--- config.mk ---
export PLATFORM = sky130hd
export DESIGN_NAME = rlpa_ctrl
export DESIGN_NICKNAME = d
export VERILOG_FILES = /design/src/hdl/rlpa_pkg.sv /design/src/hdl/rlpa_ctrl.sv
export SDC_FILE = /design/constraint.sdc
export NUM_CORES = 1
export LEC_CHECK = 0
export ABC_AREA = 1
export ABC_CLOCK_PERIOD_IN_PS = 1050
export BUFFER_PORTS_ARGS = -buffer_cell sky130_fd_sc_hd__buf_2
export CORE_AREA = 2 2 39 41
export DETAILED_ROUTE_END_ITERATION = 8
export DIE_AREA = 0 0 41 43
export GPL_TIMING_DRIVEN = 0
export PLACE_DENSITY = 0.54
export SYNTH_ARGS = -nofsm -noshare
export SYNTH_HDL_FRONTEND = slang
export SYNTH_SLANG_ARGS = --single-unit
--- constraint.sdc ---
create_clock -name clk_i -period 1.05 [get_ports clk_i]
set_input_delay 0.21 -clock clk_i [delete_from_list [all_inputs] [get_ports clk_i]]
set_output_delay 0.21 -clock clk_i [all_outputs]
set_load 0.01 [all_outputs]
--- src/hdl/rlpa_pkg.sv ---
// Package for the reference-counted LRU page allocator.
// Holds sizing constants, mode and status codes, and the controller/datapath structs.
// No dependencies; every other file of the block uses it.
package rlpa_pkg;

  localparam int unsigned NUM_PAGES   = 256;
  localparam int unsigned STAMP_BITS  = 48;
  localparam int unsigned REF_BITS    = 8;
  localparam int unsigned PAGE_BITS   = (NUM_PAGES > 1) ? $clog2(NUM_PAGES) : 1;
  localparam int unsigned WORD_BITS   = REF_BITS + STAMP_BITS;
  localparam int unsigned MODE_BITS   = 2;
  localparam int unsigned INDEX_BITS  = 8;
  localparam int unsigned STATUS_BITS = 2;

  typedef enum logic [MODE_BITS-1:0] {
    MODE_TOUCH   = 2'd0,
    MODE_ALLOC   = 2'd1,
    MODE_SHARE   = 2'd2,
    MODE_RELEASE = 2'd3
  } mode_e;

  typedef enum logic [STATUS_BITS-1:0] {
    STATUS_OK       = 2'd0,
    STATUS_NO_FREE  = 2'd1,
    STATUS_REL_FREE = 2'd2
  } status_e;

  // Commands from the controller to the datapath
  typedef struct packed {
    logic latch_in;   // capture the incoming transaction, restart the scan counter
    logic clr_step;   // write a zero entry at the counter, advance it
    logic scan_step;  // read the entry at the counter, advance it
    logic page_wr;    // update the addressed page, form its result
    logic alloc_wr;   // commit the chosen page, form the allocate result
  } cmd_t;

  // Status from the datapath to the controller
  typedef struct packed {
    logic cnt_last;   // counter points at the last page
  } sts_t;

endpackage

--- src/hdl/rlpa_ctrl.sv ---
// Controller of the page allocator: sequences clearing, page updates and scans.
// Depends on rlpa_pkg; commands rlpa_datapath through cmd_t.
module rlpa_ctrl (
  input  logic                            clk_i,
  input  logic                            rst_ni,
  input  logic                            in_valid_i,
  output logic                            in_ready_o,
  input  logic [rlpa_pkg::MODE_BITS-1:0]  in_mode_i,
  output logic                            out_valid_o,
  input  logic                            out_ready_i,
  output logic                            emit_o,
  output rlpa_pkg::cmd_t                  cmd_o,
  input  rlpa_pkg::sts_t                  sts_i
);

  typedef enum logic [2:0] {
    ST_CLEAR,
    ST_IDLE,
    ST_PAGE_RD,
    ST_PAGE_WR,
    ST_SCAN,
    ST_DRAIN,
    ST_COMMIT,
    ST_RESP
  } state_e;

  state_e state_q, state_d;
  logic   out_valid_q, out_valid_d;
  logic   accept;
  logic   emit;

  assign in_ready_o  = state_q == ST_IDLE;
  assign accept      = in_ready_o && in_valid_i;
  assign emit        = (state_q == ST_RESP) && (!out_valid_q || out_ready_i);
  assign emit_o      = emit;
  assign out_valid_o = out_valid_q;

  // Decode commands from state
  always_comb begin
    cmd_o           = '0;
    cmd_o.latch_in  = accept;
    cmd_o.clr_step  = state_q == ST_CLEAR;
    cmd_o.scan_step = state_q == ST_SCAN;
    cmd_o.page_wr   = state_q == ST_PAGE_WR;
    cmd_o.alloc_wr  = state_q == ST_COMMIT;
  end

  // Next state and output valid
  always_comb begin
    state_d     = state_q;
    out_valid_d = out_valid_q;
    if (out_ready_i) out_valid_d = 1'b0;
    case (state_q)
      ST_CLEAR: begin
        if (sts_i.cnt_last) state_d = ST_IDLE;
      end
      ST_IDLE: begin
        if (accept) begin
          state_d = (in_mode_i == rlpa_pkg::MODE_ALLOC) ? ST_SCAN : ST_PAGE_RD;
        end
      end
      ST_PAGE_RD: state_d = ST_PAGE_WR;
      ST_PAGE_WR: state_d = ST_RESP;
      ST_SCAN: begin
        if (sts_i.cnt_last) state_d = ST_DRAIN;
      end
      ST_DRAIN:  state_d = ST_COMMIT;
      ST_COMMIT: state_d = ST_RESP;
      ST_RESP: begin
        if (emit) begin
          out_valid_d = 1'b1;
          state_d     = ST_IDLE;
        end
      end
      default: state_d = ST_IDLE;
    endcase
  end

  always_ff @(posedge clk_i or negedge rst_ni) begin
    if (!rst_ni) begin
      state_q     <= ST_CLEAR;
      out_valid_q <= 1'b0;
    end else begin
      state_q     <= state_d;
      out_valid_q <= out_valid_d;
    end
  end

endmodule

==> results of run 1 <==
==> cell usage in the layout, fill, tap and decap left out, drive strengths merged <==
cell	n
dfrtp	4
nand3	5
inv	10
o21ai	1
nand2	18
nor2	10
buf	19
dlygate4sd3	1
nor3	1
clkbuf	3
==> repair_timing <==
| action | CTS | global route |
|---|---|---|
| hold buffers | 1 | 0 |
| gates resized for setup | 9 | 2 |
| setup endpoints to repair | 10 | 10 |
| pin swaps | 2 | 2 |
| gates cloned | 0 | 0 |
| buffers inserted | 5 | 0 |
| endpoints found under the hold margin | 4 | 0 |
==> final cells by class <==
cell class | count | area (um^2) | share of cell area, %
multi-input combinational | 35 | 180 | 36.5
timing repair buffer | 20 | 131 | 26.6
sequential | 4 | 103 | 20.8
inverter | 10 | 37.5 | 7.59
clock buffer | 3 | 22.5 | 4.56
tap | 16 | 20.0 | 4.05
==> synth_stat cells <==
master,n
sky130_fd_sc_hd__o21ai_0,1
sky130_fd_sc_hd__nor3_1,1
sky130_fd_sc_hd__nand3_2,1
sky130_fd_sc_hd__inv_1,9
sky130_fd_sc_hd__nor2_2,2
sky130_fd_sc_hd__dfrtp_1,4
sky130_fd_sc_hd__nand2_2,2
sky130_fd_sc_hd__nand3_1,4
sky130_fd_sc_hd__nand2_1,16
sky130_fd_sc_hd__inv_2,1
sky130_fd_sc_hd__buf_4,1
sky130_fd_sc_hd__nor2_1,8
==> flip-flops by register name, summed over array words and instances, names as in the netlist <==
signal       cells
out_valid_o      1
state_q          3
==> worst max-delay path, stage by stage, from the launching register on <==
cell and delay [ns]:
sky130_fd_sc_hd__dfrtp_1 0.39, sky130_fd_sc_hd__inv_2 0.09, sky130_fd_sc_hd__buf_6 0.10, sky130_fd_sc_hd__nand2_4 0.05, sky130_fd_sc_hd__nor2_1 0.07, sky130_fd_sc_hd__buf_2 0.13
==> kinds of logic after synthesis <==
| logic type | count (synthesis) |
|---|---|
| compound gates | 1 |
| buf+inv | 11 |
| flops | 4 |
| simple gates | 34 |
==> layer usage <==
layer | vias up | global-route usage (%) | share of wire, %
met5 | - | 0 | 0
met4 | 0 | 10.0 | 2.7
met2 | 11 | 18.1 | 52
met3 | 2 | 1.57 | 5.3
met1 | 155 | 9.74 | 39
li1 | 191 | - | -
==> path summary, 6_finish.rpt <==
| kind | startpoint | endpoint | slack [ns] | cells after the start |
|---|---|---|---|---|
| worst max-delay path | state_q[1] | cmd_o[3] | -0.23 | 5 |
| worst min-delay path | out_ready_i | out_valid_o | 0.29 | 4 |
| worst max register to register | state_q[1] | state_q[1] | -0.01 | 6 |
| worst min register to register | out_valid_o | out_valid_o | 0.55 | 2 |
| max in group asynchronous | rst_ni | state_q[0] | 0.62 | 2 |
| min in group asynchronous | rst_ni | state_q[2] | 0.31 | 2 |
==> stage by stage <==
stage                     power [mW]  utilization (%)  std cells
after floorplan                0.810                -         50
after global placement          1.02             28.4         80
after detailed placement        1.01             28.4         80
after CTS                       1.46             34.9         88
after global routing            1.63             35.7         88
final                           1.49             35.7         88
==> power by group <==
group / internal (mW) / switching, mW
logic: 0.445 / 0.509
registers: 0.242 / 0.0974
clock network: 0.128 / 0.0642
total: 0.815 / 0.671
==> metrics, run 1 <==
Remaining DRCs 0; worst-case setup margin in the final layout -0.225 ns; Compound-Gate Fraction of Synth Area 1.67%; synth-to-layout area growth 64.6%; Req. time, crit path 0.84 ns; Netlist Area Pre-Place 300 um^2; number of filler cells placed in the layout 152; vias per cell 4.08; cell area reported after detailed placement 393 um^2; total number of nets in the final design 81; violations in the final reports negative setup slack; xor-xnor portion of the synthesized cell area 0%; overflow left after global routing 0; post-synth cell types 12; ratio of cells with drive above 1 in the final layout 47.2%; worst-case headroom to the max-slew limit 90.2%; WL per Instance 8.08 um; Worst Hold Class input port to register; power density of the placed cells 3010 nW/um^2; pre-CTS setup slack -0.131 ns; count of clock tree sinks 4; area share of the leading cell type in the synthesized netlist 33.3%; per-instance average area after synthesis 6.01 um^2; leading area contributor after synthesis sky130_fd_sc_hd__dfrtp_1; ratio of final minimum period to clock period 121%; Final Setup Violations 9; CP Data Arrival Time 1.07 ns; total number of vias 359; worst slew pin tran 0.146 ns; leakage 0.308 nW; Post-Layout Inst Area 494 um^2; post-synthesis instance total 50; Rows 14; die outline width 41 um; First-pass DRT Iterations 4; Syn. warnings 0; H-tree depth 1; # diodes 0; first-pass GRT wire length 1210 um; maximum number of buffers from clock root to sink 2; combinational family with the most area after synthesis simple AND/OR/NAND/NOR gates; RSZ-0062 raised after global routing true; number of hold violations in the final report 0; top fanout value on the critical path 3; post-synthesis share of cell area spent on full adders, half adders and majority gates 0%; share of synthesized area occupied by flip-flops and latches 33.3%; setup TNS -1.48 ns; post-synthesis simple-gate area fraction 50.0%; final worst path period need 1.28 ns; Clk Tree Root Cell sky130_fd_sc_hd__clkbuf_4; max cap viols 0; crit start category register; Synthesized Nets 57; category of the most critical setup path register to primary output; die extent in y 43 um; Std-Cell Core Area 1380 um^2; dominant cells by area after synthesis sky130_fd_sc_hd__dfrtp_1, sky130_fd_sc_hd__nand2_1, sky130_fd_sc_hd__inv_1; I/O pins 15; TritonCTS clock tree yes; Slew Viols, Final 0; Max VDD drop 0.804 mV; Detailed Route WL 711 um; outcome complete, but fails checks; remaining antenna violation count 0; number of antenna violations at the first check in global routing 0; mux contribution to synthesized area 0%; effective utilization at floorplan 21.7%; Crit. End Element primary output; overall routing resource usage 10.7%; Num CTS Buffers 3; number of DRC violations after detailed-routing iteration 0 8; upper clock frequency limit 784 MHz; largest net degree at the start of global routing 7; number of flip-flops and latches in the synthesized netlist 4; via count of the first global-routing pass 332; Fin Hold WS 0.290 ns; detailed placement HPWL 517 um; count of port buffers added during placement 14; routability congestion estimate 0.650; area of the die 1760 um^2; clock slew seen by the registers of the worst setup and hold paths 0.04 ns; clock skew after layout 0.00532 ns; clock latency reported for the late side of the worst-skew pair 0.24 ns
(Power assumes the default switching activity.)
==> inputs of run 2 (changes only) <==
==> constraint.sdc (replaced) <==
create_clock -name clk_i -period 1.05 [get_ports clk_i]
set_input_delay 0.0525 -clock clk_i [delete_from_list [all_inputs] [get_ports clk_i]]
set_output_delay 0.0525 -clock clk_i [all_outputs]
set_load 0.01 [all_outputs]
==> run 2 against run 1 <==
Compared with the run above: largest cell class unchanged; clock power about the same; critical path depth unchanged; highest routed layer unchanged; combinational power about the same; register-to-register slack about the same; final cell count unchanged; the run still ends with negative setup slack left; sequential share of layout area unchanged; count of clock-buffer cells in the layout unchanged.
==> metrics, run 2 (same netlist as run 1, synthesis figures left out) <==
Rows 14; Final Setup Violations 9; RSZ-0062 raised after global routing true; total buffers and inverters traversed by the critical path 3; R2R Setup Slk -0.01 ns; top fanout value on the critical path 3; Slowest Stage Delay on Critical Path 0.39 ns; # diodes 0; Clk Tree Root Cell sky130_fd_sc_hd__clkbuf_4; first-pass GRT wire length 1210 um; number of hold violations in the final report 0; Remaining DRCs 0; vias per cell 4.08; final core utilization 35.7%; largest net degree at the start of global routing 7; clock slew seen by the registers of the worst setup and hold paths 0.04 ns; via count of the first global-routing pass 332; cells along the critical path inv_2 -> buf_6 -> nand2_4 -> nor2_1 -> buf_2; count of clock tree sinks 4; synth-to-layout area growth 64.6%; die extent in y 43 um; total number of nets in the final design 81; violations in the final reports negative setup slack; number of antenna violations at the first check in global routing 0; ratio of cells with drive above 1 in the final layout 47.2%; max cap viols 0; worst slew pin tran 0.146 ns; remaining antenna violation count 0; maximum number of buffers from clock root to sink 2; final worst path period need 1.12 ns; H-tree depth 1; worst-case headroom to the max-slew limit 90.2%; effective utilization at floorplan 21.7%; detailed placement HPWL 517 um; die outline width 41 um; leakage 0.308 nW; highest-count cells in the layout ignoring fill and taps sky130_fd_sc_hd__nand2_1, sky130_fd_sc_hd__buf_2, sky130_fd_sc_hd__inv_1, sky130_fd_sc_hd__nor2_1, sky130_fd_sc_hd__nand3_1; upper clock frequency limit 895 MHz; most common cell after layout, fill and taps aside sky130_fd_sc_hd__nand2_1; Non-Filler Instances 88; Detailed Route WL 711 um; category of the most critical setup path register to primary output; crit start category register; family of cells with the greatest summed delay on the critical path flip-flops; outcome complete, but fails checks; CP Data Arrival Time 1.07 ns; Final Total Pwr 1.49 mW; TritonCTS clock tree yes; clock latency reported for the late side of the worst-skew pair 0.24 ns; First-pass DRT Iterations 4; power density of the placed cells 3010 nW/um^2; Fin Hold WS 0.132 ns; ratio of final minimum period to clock period 106%; overflow left after global routing 0; Std-Cell Core Area 1380 um^2; standard cell with the maximum stage delay on the critical path sky130_fd_sc_hd__dfrtp_1; routability congestion estimate 0.650; I/O pins 15; overall routing resource usage 10.7%; clock skew after layout 0.00532 ns; total number of vias 359; Worst Hold Class input port to register; Slew Viols, Final 0; Max VDD drop 0.804 mV; number of DRC violations after detailed-routing iteration 0 8; Crit. End Element primary output; register bank with the most flops state_q; WL per Instance 8.08 um; max reg flops 3; number of placed instances, taps included 80; Num CTS Buffers 3; Req. time, crit path 1.00 ns; count of port buffers added during placement 14; worst-case setup margin in the final layout -0.0678 ns; area of the die 1760 um^2
run 2: cell counts in the layout (fill, tap and decap cells not counted):
No cell type changed its count.
run 2: path summary, 6_finish.rpt:
kind	startpoint	end	cells past startpoint
min	out_ready_i	out_valid_o	4
max in group asynchronous	rst_ni	state_q[0]	2
max reg2reg	state_q[1]	state_q[1]	6
min in group asynchronous	rst_ni	state_q[2]	2
max	state_q[1]	cmd_o[3]	5
min reg2reg	out_valid_o	out_valid_o	2
run 2: power by group:
part	switching, mW	internal [mW]	total (mW)
clock	0.0642	0.128	0.192
sequential	0.0974	0.242	0.339
combinational	0.509	0.445	0.954
total	0.671	0.815	1.49
run 2: tightest hold or removal path: stages:
cell and delay, ns:
sky130_fd_sc_hd__buf_2 0.07, sky130_fd_sc_hd__inv_1 0.03, sky130_fd_sc_hd__nand2_1 0.10, sky130_fd_sc_hd__nand2_1 0.07
run 2: stage by stage:
step | setup WS, ns | area (um^2) | setup TNS [ns]
2_1_floorplan | 0.00418 | 303 | 0
3_3_place_gp | -0.0536 | 393 | -0.157
3_5_place_dp | -0.0373 | 393 | -0.0970
4_1_cts | -0.0807 | 483 | -0.541
5_1_grt | -0.147 | 494 | -1.18
6_report | -0.0678 | 494 | -0.377
run 2: layout make-up:
cell class                 count  area, um^2
inverter                      10        37.5
tap                           16        20.0
fill                         152         890
sequential                     4         103
timing repair buffer          20         131
multi-input combinational     35         180
clock buffer                   3        22.5
run 2: what timing repair did:
action | in CTS | in global routing
setup endpoints to repair | 9 | 10
setup buffers | 5 | 0
hold endpoints to repair | 4 | 0
pin swaps | 2 | 2
resized for setup | 9 | 2
hold buffers | 1 | 0
run 2: per-layer routing:
layer  global-route usage [%]  part of all wire [%]  vias to the layer above
li1                         -                     -                      191
met4                     10.0                   2.7                        0
met2                     18.1                    52                       11
met5                        0                     0                        -
met1                     9.74                    39                      155
met3                     1.57                   5.3                        2
==> inputs of run 3 (changes only) <==
Settings changed: PLACE_DENSITY 0.54 to 0.48.
==> run 3 against run 2 <==
Compared with the run above: the flow still finishes with violations (negative setup slack); worst setup slack lost 0.012 ns; sequential cell count unchanged; core utilization shrank 2.0 points; clock power decreased by 6%; power is 7.1% lower; combinational power down 13%; count of clock-buffer cells in the layout unchanged; final cell count is 3.4% lower; first-iteration DRC count is 50% lower; maximum frequency shrank 1.1%; register-to-register slack about the same; die area is the same.
==> metrics, run 3 (same netlist as run 1, synthesis figures left out) <==
violations in the final reports negative setup slack; I/O pins 15; most common cell after layout, fill and taps aside sky130_fd_sc_hd__nand2_1; Worst Hold Class input port to register; Comb pwr share 60.4%; First-pass DRT Iterations 4; crit start category register; total number of nets in the final design 78; first-pass GRT wire length 1220 um; # diodes 0; Detailed Route WL 721 um; Req. time, crit path 1.00 ns; upper clock frequency limit 885 MHz; TritonCTS clock tree yes; count of clock tree sinks 4; clock latency reported for the late side of the worst-skew pair 0.23 ns; RSZ-0062 raised after global routing true; standard cell with the maximum stage delay on the critical path sky130_fd_sc_hd__dfrtp_1; Remaining DRCs 0; total internal power 0.718 mW; remaining antenna violation count 0; via count of the first global-routing pass 330; Post-Layout Inst Area 467 um^2; die outline width 41 um; overall routing resource usage 10.4%; net switching power of the design 0.662 mW; register bank with the most flops state_q; Slew Viols, Final 0; highest-count cells in the layout ignoring fill and taps sky130_fd_sc_hd__nand2_1, sky130_fd_sc_hd__buf_2, sky130_fd_sc_hd__inv_1, sky130_fd_sc_hd__nor2_1; Crit. End Element primary output; setup TNS -0.336 ns; ratio of final minimum period to clock period 108%; Clk Tree Root Cell sky130_fd_sc_hd__clkbuf_4; overflow left after global routing 0; Flop pwr share 26.5%; worst-case setup margin in the final layout -0.0803 ns; cell area reported after detailed placement 393 um^2; count of port buffers added during placement 14; worst slew pin tran 0.192 ns; largest net degree at the start of global routing 8; synth-to-layout area growth 55.4%; number of DRC violations after detailed-routing iteration 0 4; max cap viols 0; area of the die 1760 um^2; maximum number of buffers from clock root to sink 2; detailed placement HPWL 561 um; outcome complete, but fails checks; H-tree depth 1; leakage 0.290 nW; clock skew after layout 0.00107 ns; pre-CTS setup slack -0.0551 ns; routability congestion estimate 0.713; Std-Cell Core Area 1380 um^2; Max VDD drop 0.883 mV; worst-case headroom to the max-slew limit 87.2%; WL per Instance 8.48 um; power density of the placed cells 2960 nW/um^2; number of antenna violations at the first check in global routing 0; category of the most critical setup path register to primary output; total number of vias 352; Slowest Stage Delay on Critical Path 0.39 ns; top fanout value on the critical path 3; number of hold violations in the final report 0; clock slew seen by the registers of the worst setup and hold paths 0.03 ns; final worst path period need 1.13 ns; Non-Filler Instances 85; Final Total Pwr 1.38 mW; cells along the critical path inv_2 -> buf_6 -> nand2_4 -> nor2_1 -> buf_2; die extent in y 43 um; Final Setup Violations 9; fraction of power spent switching nets 48.0%; CP Data Arrival Time 1.08 ns; vias per cell 4.14; Rows 14; max reg flops 3; effective utilization at floorplan 21.7%; ratio of cells with drive above 1 in the final layout 47.8%; Num CTS Buffers 3; clock share of power 13.1%; number of placed instances, taps included 80
## run 3: changes by cell type in the layout (fill, tap and decap cells not counted), sizes merged
cell / before / now
buf: 19 / 16
## run 3: power by group through the flow
stage,sequential [mW],clock [mW],combinational (mW)
6_report,0.366,0.181,0.833
5_1_grt,0.383,0.197,0.935
4_1_cts,0.362,0.191,0.828
3_5_place_dp,0.343,0,0.676
3_3_place_gp,0.341,0,0.677
2_1_floorplan,0.328,0,0.482
## run 3: metrics by stage
step                      hold WS [ns]  utilization [%]
after floorplan                 -0.243                -
after global placement          -0.140             28.4
after detailed placement        -0.138             28.4
after CTS                        0.129             33.5
after global routing             0.156             33.7
final                            0.132             33.7
## run 3: path summary, 6_finish.rpt
kind | from | slack (ns) | to | cells after the start
worst max-delay path | state_q[1] | -0.08 | cmd_o[2] | 5
worst min-delay path | out_ready_i | 0.13 | out_valid_o | 4
worst max register to register | state_q[1] | -0.01 | state_q[1] | 7
worst min register to register | out_valid_o | 0.54 | out_valid_o | 2
max in group asynchronous | rst_ni | 0.76 | state_q[2] | 2
min in group asynchronous | rst_ni | 0.16 | state_q[1] | 2
## run 3: worst max-delay path, delay by kind of cell, from the launching register on
| family | cells | cell delay (ns) |
|---|---|---|
| simple gates | 2 | 0.14 |
| buf+inv | 3 | 0.32 |
| flops | 1 | 0.39 |
## run 3: cell type report
class / count / area (um^2)
inverter: 10 / 37.5
timing repair buffer: 17 / 98.8
clock buffer: 3 / 22.5
multi-input combinational: 35 / 185
sequential: 4 / 103
tap: 16 / 20.0
fill: 165 / 917
## run 3: what timing repair did
item | CTS | global route
setup buffers | 2 | 0
pin swaps | 5 | 3
hold buffers | 1 | 0
resized for setup | 10 | 1
setup endpoints to repair | 9 | 10
endpoints found under the hold margin | 4 | 0
## run 3: per-layer routing
metal  vias up  track usage [%]  routed length, um
li1        188                -                  -
met1       158             10.5                261
met2         6             17.5                431
met3         0             4.71                 27
met4         0             4.00                  0
met5         -                0                  0
